## src/snt_pkg.sv

```systemverilog
// ----------------------------------------------------------------------------
// snt_pkg: shared types and constants for the sigmoid neuron trainer
// Holds field widths, function codes, queue entry type and Q4.12 helpers.
// ----------------------------------------------------------------------------
package snt_pkg;

  localparam int MaxInputs = 16;
  localparam int DataWidth = 16;
  localparam int FracBits  = 12;
  localparam int IdxW      = 4;
  localparam int CntW      = 5;
  localparam int AccW      = 40;
  localparam int RateW     = 13;
  localparam int QueueDepth = 2;

  localparam logic [1:0] FUNC_FWD   = 2'd0;
  localparam logic [1:0] FUNC_TRAIN = 2'd1;
  localparam logic [1:0] FUNC_WGT   = 2'd2;
  localparam logic [1:0] FUNC_BIAS  = 2'd3;

  localparam logic [1:0] CFG_COUNT = 2'd0;
  localparam logic [1:0] CFG_RATE  = 2'd1;
  localparam logic [1:0] CFG_GAIN  = 2'd2;

  localparam logic KIND_OUT = 1'b0;
  localparam logic KIND_ERR = 1'b1;

  // One classified item handed from the front part to the back part.
  typedef struct packed {
    logic [1:0]                  func;
    logic signed [DataWidth-1:0] value;
    logic signed [DataWidth-1:0] error_in;
    logic [IdxW-1:0]             weight_index;
    logic                        run_end;
  } job_t;

  // Each error term and each weight update takes three single-multiply steps.
  typedef enum logic [3:0] {
    ST_IDLE, ST_MAC, ST_SUM, ST_SIG, ST_DERIV,
    ST_ERR_A, ST_ERR_B, ST_ERR_C,
    ST_UPD_A, ST_UPD_B, ST_UPD_C,
    ST_BIAS_A, ST_BIAS_B
  } back_state_t;

  function automatic logic signed [DataWidth-1:0] sat16(input logic signed [47:0] v);
    logic signed [47:0] hi;
    logic signed [47:0] lo;
    hi = 48'sd32767;
    lo = -48'sd32768;
    if (v > hi) sat16 = 16'sh7fff;
    else if (v < lo) sat16 = 16'sh8000;
    else sat16 = v[DataWidth-1:0];
  endfunction

  // Product of two Q values, floor shifted by the fraction and saturated.
  function automatic logic signed [DataWidth-1:0] mulq(input logic signed [16:0] a,
                                                        input logic signed [16:0] b);
    logic signed [33:0] p;
    p = a * b;
    mulq = sat16(48'(p >>> FracBits));
  endfunction

  function automatic logic signed [DataWidth-1:0] sigmoid_q(input logic signed [DataWidth-1:0] z);
    logic [16:0] a;
    logic signed [17:0] y;
    a = z[DataWidth-1] ? 17'(-$signed({z[DataWidth-1], z})) : 17'(z);
    if (a >= 17'd20480) y = 18'sd4096;
    else if (a >= 17'd9728) y = 18'(a >> 5) + 18'sd3456;
    else if (a >= 17'd4096) y = 18'(a >> 3) + 18'sd2560;
    else y = 18'(a >> 2) + 18'sd2048;
    if (z[DataWidth-1]) y = 18'sd4096 - y;
    sigmoid_q = sat16(48'(y));
  endfunction

endpackage

```

## src/snt_front.sv

```systemverilog
// ----------------------------------------------------------------------------
// snt_front: input classifier
// Accepts requests, counts run elements and pushes jobs into a short queue.
// ----------------------------------------------------------------------------
module snt_front (
  input  logic                   clk,
  input  logic                   rst,
  input  logic                   s_tvalid,
  output logic                   s_tready,
  input  logic [1:0]             s_tuser,
  input  logic [39:0]            s_tdata,
  input  logic [snt_pkg::CntW-1:0] input_count,
  output logic                   q_valid,
  input  logic                   q_ready,
  output snt_pkg::job_t          q_job
);
  import snt_pkg::*;

  job_t            queue [QueueDepth];
  logic            rd_ptr, wr_ptr;
  logic [1:0]      fill;
  logic [CntW-1:0] element_count;
  logic [CntW-1:0] n_eff;
  logic [IdxW-1:0] idx;
  logic            push, pop;
  job_t            in_job;

  always_comb begin
    if (input_count == '0) n_eff = CntW'(1);
    else if (input_count > CntW'(MaxInputs)) n_eff = CntW'(MaxInputs);
    else n_eff = input_count;
    idx = element_count[IdxW-1:0];
    in_job.func         = s_tuser;
    in_job.value        = s_tdata[15:0];
    in_job.error_in     = s_tdata[31:16];
    in_job.weight_index = s_tdata[35:32];
    in_job.run_end      = (CntW'(idx) + CntW'(1)) >= n_eff;
  end

  assign s_tready = (fill != 2'(QueueDepth));
  assign push     = s_tvalid && s_tready;
  assign q_valid  = (fill != 2'd0);
  assign pop      = q_valid && q_ready;
  assign q_job    = queue[rd_ptr];

  always_ff @(posedge clk) begin
    if (push) queue[wr_ptr] <= in_job;
  end

  always_ff @(posedge clk) begin
    if (rst) begin
      rd_ptr <= 1'b0;
      wr_ptr <= 1'b0;
      fill <= 2'd0;
      element_count <= '0;
    end else begin
      if (push) wr_ptr <= ~wr_ptr;
      if (pop) rd_ptr <= ~rd_ptr;
      fill <= fill + 2'(push) - 2'(pop);
      if (push && !s_tuser[1]) begin
        element_count <= in_job.run_end ? '0 : CntW'(idx) + CntW'(1);
      end
    end
  end

  assert property (@(posedge clk) disable iff (rst) fill <= 2'(QueueDepth))
    else $error("queue overfilled");
  assert property (@(posedge clk) disable iff (rst) element_count < CntW'(MaxInputs))
    else $error("element count out of range");
  assert property (@(posedge clk) disable iff (rst) (fill == 2'(QueueDepth)) |-> !s_tready)
    else $error("ready while queue full");

endmodule

```

## config.mk

```make
export PLATFORM = sky130hd
export DESIGN_NAME = snt_front
export DESIGN_NICKNAME = d
export VERILOG_FILES = /design/src/snt_pkg.sv /design/src/snt_front.sv
export SDC_FILE = /design/constraint.sdc
export NUM_CORES = 1
export LEC_CHECK = 0
export BUFFER_PORTS_ARGS = -buffer_cell sky130_fd_sc_hd__buf_2
export CAP_MARGIN = 20
export CORE_MARGIN = 1
export CORE_UTILIZATION = 35
export CTS_CLUSTER_SIZE = 16
export DETAILED_ROUTE_END_ITERATION = 10
export PLACE_DENSITY = 0.55
export RECOVER_POWER = 100
export SETUP_SLACK_MARGIN = 0.5
export SYNTH_ARGS = -nofsm -noshare
export SYNTH_HDL_FRONTEND = slang
export SYNTH_SLANG_ARGS = --single-unit
```

## constraint.sdc

```tcl
create_clock -name clk -period 1.81 [get_ports clk]
set_input_delay 0.181 -clock clk [delete_from_list [all_inputs] [get_ports clk]]
set_output_delay 0.181 -clock clk [all_outputs]
set_load 0.05 [all_outputs]
```

---- Yosys cells after proc, flatten, opt, wreduce, memory -nomap -nowiden ----
Memory sizes are Yosys's and may differ from the RTL's. A register that Yosys moved wholly into a read port is not among the register bits.
Index checks and enable logic that the tools add are counted.
operators by class
  magnitude comparators ................... 2
  bitwise gates (word level) .............. 2
  multiplexer cells ....................... 7
  eq/ne operators ......................... 1
  add/subtract/negate cells ............... 3
  reduce and logical (&&, ||, !) cells .... 6
operators by type and width
  operator                                      count
  two-way mux 5 bit                             2
  adder 4 x 1 -> 5 bit, second input constant   1
  >= comparator 5 bit                           1
  > comparator 5 bit, second input constant     1
  logical NOT 5 bit                             1
  two-way mux 1 bit                             4
  two-way mux 4 bit                             1
  logical AND 1 bit                             3
  adder 2 x 1 -> 2 bit                          1
  inequality test 2 bit, second input constant  1
  NOT 1 bit                                     2
  nonzero test 2 bit                            1
  subtractor 2 x 1 -> 2 bit                     1
  logical NOT 1 bit                             1
word-level totals
  output and inout bits ................... 41
  memory bits (writable) .................. 78
  register bits ........................... 8
  memories kept ........................... 1
  logic and storage cells ................. 26
memory list
  name   depth  bits a word  read ports  clocked after memory_dff  wr ports  RTL line         RTL
  queue  2      39           1           1                         1         snt_front.sv:19  job_t queue [QueueDepth];

---- Depth between registers and ports, before layout ----
  depth after elaboration ................. 5
  gate-level depth with buffers ........... 9

---- Worst setup path after synthesis ----
Ideal clock, no wire load.
  path kind ............................... register to register
  from .................................... register fill[1]
  to ...................................... memory queue[1][0] in the netlist's numbering (enable)
  arrival ................................. 1.712 ns
  clock period less this slack ............ 2.113 ns
  path slack .............................. -0.303 ns
  library setup time ...................... 0.400 ns
  cell stages (with the launch flop) ...... 4
  cell sequence ........................... dfxtp_1 > nor2b_4 > inv_2 > and3_1
on the way
  word-level cells in the longest chain between the ends .. 4
RTL lines
  element                                  RTL line         RTL
  start, declared                          snt_front.sv:21  logic [1:0] fill;
  start signal, assigned                   snt_front.sv:59  fill <= fill + 2'(push) - 2'(pop);
  inequality test 2 bit                    snt_front.sv:40  assign s_tready = (fill != 2'(QueueDepth));
  net s_tready                             snt_front.sv:9   output logic s_tready,
  logical AND 1 bit                        snt_front.sv:41  assign push = s_tvalid && s_tready;
  two-way mux 1 bit                        snt_front.sv:47  if (push) queue[wr_ptr] <= in_job;
  two-way mux 1 bit (not written as such)  snt_front.sv:47
  end, declared                            snt_front.sv:19
The timed path passes the listed nets, and every way through them passes these cells.

---- Worst setup path after layout ----
  from .................................... register fill[1]
  to ...................................... memory queue[0][6] in the netlist's numbering (enable)
on the way
  word-level cells in the longest chain between the ends .. 4
RTL lines
  element                                  RTL line
  inequality test 2 bit                    snt_front.sv:40
  logical AND 1 bit                        snt_front.sv:41
  two-way mux 1 bit                        snt_front.sv:47
  two-way mux 1 bit (not written as such)  snt_front.sv:47
Every way passes these cells.

==> metrics.csv <==
stage;metric;value;unit
run_status;status;finished, final reports clean;
pwr;sw_frac_of_total;35.7;%
final_layout;area_growth;58.5;%
floorplanning;rows;35;
route;vias_per_cell;4.62;
synth;synth_area_per_cell;17.6;µm²
synth;yosysUniqueCellTypes;30;
final_layout;drive_gt1_share;60.7;%
global_route;grt.overflow.total;0;
timing;hold_viol_final;0;
timing;worst_pin_slew;550;ps
pwr;leakage;2.10;nW
global_route;grt_usage;15.6;%
route;drt_wl_total;7.66;mm
pwr;clkPwrFrac;19.2;%
floorplanning;fp.dieArea;0.0101;mm²
placed_design;port-buffer-count;87;
clock_tree;clk_pin_slew;90;ps
setup_path;reg2reg_depth;7;
global_route;grt_pass1_vias;2305;
timing;period_share;95.3;%
timing;finalSetupViolations;0;
route;wl_per_cell;16.0;µm
timing;grt_setup_unrepaired;yes;
synth;synth_cells;194;
clock_tree;cts.path.max_buffers;2;
hold_path;min_path_type;input pin to flip-flop;
global_route;grt_pass1_wl;11.5;mm
clock_tree;root_buffer;clkbuf_8;
floorplanning;die_x;101;µm
setup_path;worstReg2RegEnd;queue[0][6];
final_layout;layout_commonest_cell;edfxtp_1;
route;drc_errors;0;
setup_path;cp_max_fo;5;
final_layout;final_cell_mix;edfxtp_1, buf_2, buf_4;
pwr;combPwrFrac;48.6;%
setup_path;r2r_start;fill[1];
synth;synth_xor_area_share;1.03;%
global_route;antenna_found_initial;0;
route;vias;2206;
flow_run;maxCapViolations;0;
floorplanning;coreArea;0.00933;mm²
synth;yosysSeqAreaShare;74.1;%
clock_tree;cts.sinks;87;
placed_design;dpl.hpwl;4.13;mm
setup_path;crit_required;1870;ps
final_layout;nets;404;
setup_path;crit_arrival;1790;ps
timing;slew_headroom;62.9;%
placed_design;gp_congestion;0.693;
global_route;grt_max_degree;15;
timing;period_minus_slack;1720;ps
hold_path;hold_end;queue[0][31];
timing;fmax;580;MHz
timing;maxSlewViolCount;0;
synth;synthesis.area;0.00341;mm²
floorplanning;initial_core_util;36.5;%
final_layout;stdcell_count;478;
setup_path;end_kind;flip-flop;
setup_path;critPathKind;flip-flop to flip-flop;
placed_design;pre_cts_ws;28.8;ps
clock_tree;numCtsBuffers;9;
clock_tree;cts_max_level;3;
clock_tree;insertion_delay;340;ps
floorplanning;ios;92;
setup_path;start_kind;flip-flop;
synth;synth_seq_cells;87;
placed_design;placed_cells;412;
hold_path;min_from;s_tdata[10];
route;ant_nets;0;
pwr;power.switching;2.94;mW
route;initialDrtViolationCount;25;
synth;muxShareOfSynthArea;12.9;%
clock_tree;cts_tree;done;
setup_path;reg2reg_setup_slack;90;ps
synth;synth_top_family_by_area;multiplexers;
synth;yosys.area_share.simple;4.45;%
synth;synth_compound_area_share;2.72;%
final_layout;final_core_util;57.9;%
timing;finalWorstSetupSlack;85.4;ps
route;drt_pass1_iterations;4;
synth;synthAdderAreaFrac;2.94;%
pwr;seqPwrFrac;32.2;%
hold_path;whs_path_depth;1;
timing;fin_setup_tns;0;ps
final_layout;antenna_cells;0;
synth;ys_warn_count;0;
pwr;ir_worst_vdd;0.915;mV
synth;syn_nets;253;
pwr;power.density;1530;mW/mm²
pwr;power.internal;5.30;mW
floorplanning;die_h;101;µm
timing;finClkSkew;6.22;ps
-- worst max-delay path: stages (launching register included) --
cell and delay (ps):
dfxtp_1 330, nor2b_4 140, buf_6 110, or3_1 340, clkinvlp_2 160, buf_12 110
buf_4 150, buf_16 120
-- registers in the layout, indices dropped and copies added (netlist names), named ones only --
signal	count
element_count	4
rd_ptr	1
queue	78
wr_ptr	1
fill	2
-- area by class of cell --
type	instances	area, µm²
inverters	12	48.8
fillers	803	3930
multi-input cells	91	1070
flip-flops and latches	87	2540
clock buffers	10	128
clock inverters	5	106
repair buffers	144	1340
well taps	129	161
-- synth_stat cells, drive strengths merged --
master   number  area [µm²]
nor3          2        10.0
nand4         1        6.26
xor2          1        8.76
mux2         39         439
ha            8         100
inv          12        45.0
o21a          1        7.51
o32ai         3        26.3
nand3         1        5.00
or2           2        12.5
o2111ai       1        8.76
a21oi         3        15.0
dfxtp         9         180
and2          1        7.51
o21ai         3        15.0
xnor2         3        26.3
or3           1        6.26
nor2          6        22.5
nand2b        1        6.26
nor2b         4        32.5
o31ai         1        12.5
edfxtp       78        2340
and3          2        12.5
nand2         5        18.8
buf           4        20.0
o211ai        1        7.51
or4           1        11.3
-- through the flow --
| step | instance area (µm²) | total power, mW | hold slack, ps |
|---|---|---|---|
| after CTS | 5470 | 8.55 | 4.25 |
| after detailed placement | 4200 | 5.44 | 373 |
| after floorplan | 3540 | 4.80 | 245 |
| after global routing | 5400 | 8.60 | 3.47 |
| final | 5400 | 8.24 | 21.7 |
| after global placement | 4200 | 5.41 | 369 |
-- routing by layer --
| metal | vias up | wire, µm | global-route usage [%] |
|---|---|---|---|
| li1 | 1051 | - | - |
| met1 | 1079 | 3380 | 20.0 |
| met2 | 64 | 3750 | 25.6 |
| met3 | 12 | 398 | 3.74 |
| met4 | 0 | 121 | 6.47 |
| met5 | - | 0 | 0 |
-- timing repair --
item                                    CTS  global route
endpoints found under the setup margin  127           127
hold buffers                              0             2
pin swaps                                15             9
gates cloned                             12             4
hold endpoints to repair                  0             3
buffers inserted                         23            10
gates resized for setup                 146            14
-- logic make-up after synthesis --
family	Yosys count
adders and majority gates	8
buffers and inverters	16
AOI/OAI and AO/OA	13
muxes	39
xor gates and xnor gates	4
DFF	87
and+or+nand+nor	27
-- power groups by stage --
stage	clock network, mW	registers, mW	logic, mW
6_report	1.58	2.65	4.01
3_3_place_gp	0	2.68	2.73
5_1_grt	1.71	2.68	4.21
3_5_place_dp	0	2.70	2.74
2_1_floorplan	0	2.66	2.13
4_1_cts	1.61	2.66	4.27
-- worst max-delay path by stage --
stage / start / to / slack, ps / depth (start not counted)
2_1_floorplan: element_count[0] / queue[0][0] / 180 / 7
3_3_place_gp: element_count[0] / queue[1][0] / 80 / 7
3_5_place_dp: element_count[0] / element_count[2] / 30 / 7
4_1_cts: flip-flop / q_job[37] / 110 / 4
5_1_grt: element_count[1] / element_count[3] / 9 / 7
6_report: fill[1] / queue[0][6] / 90 / 7
No activity file was read; power rests on OpenSTA's default activity.
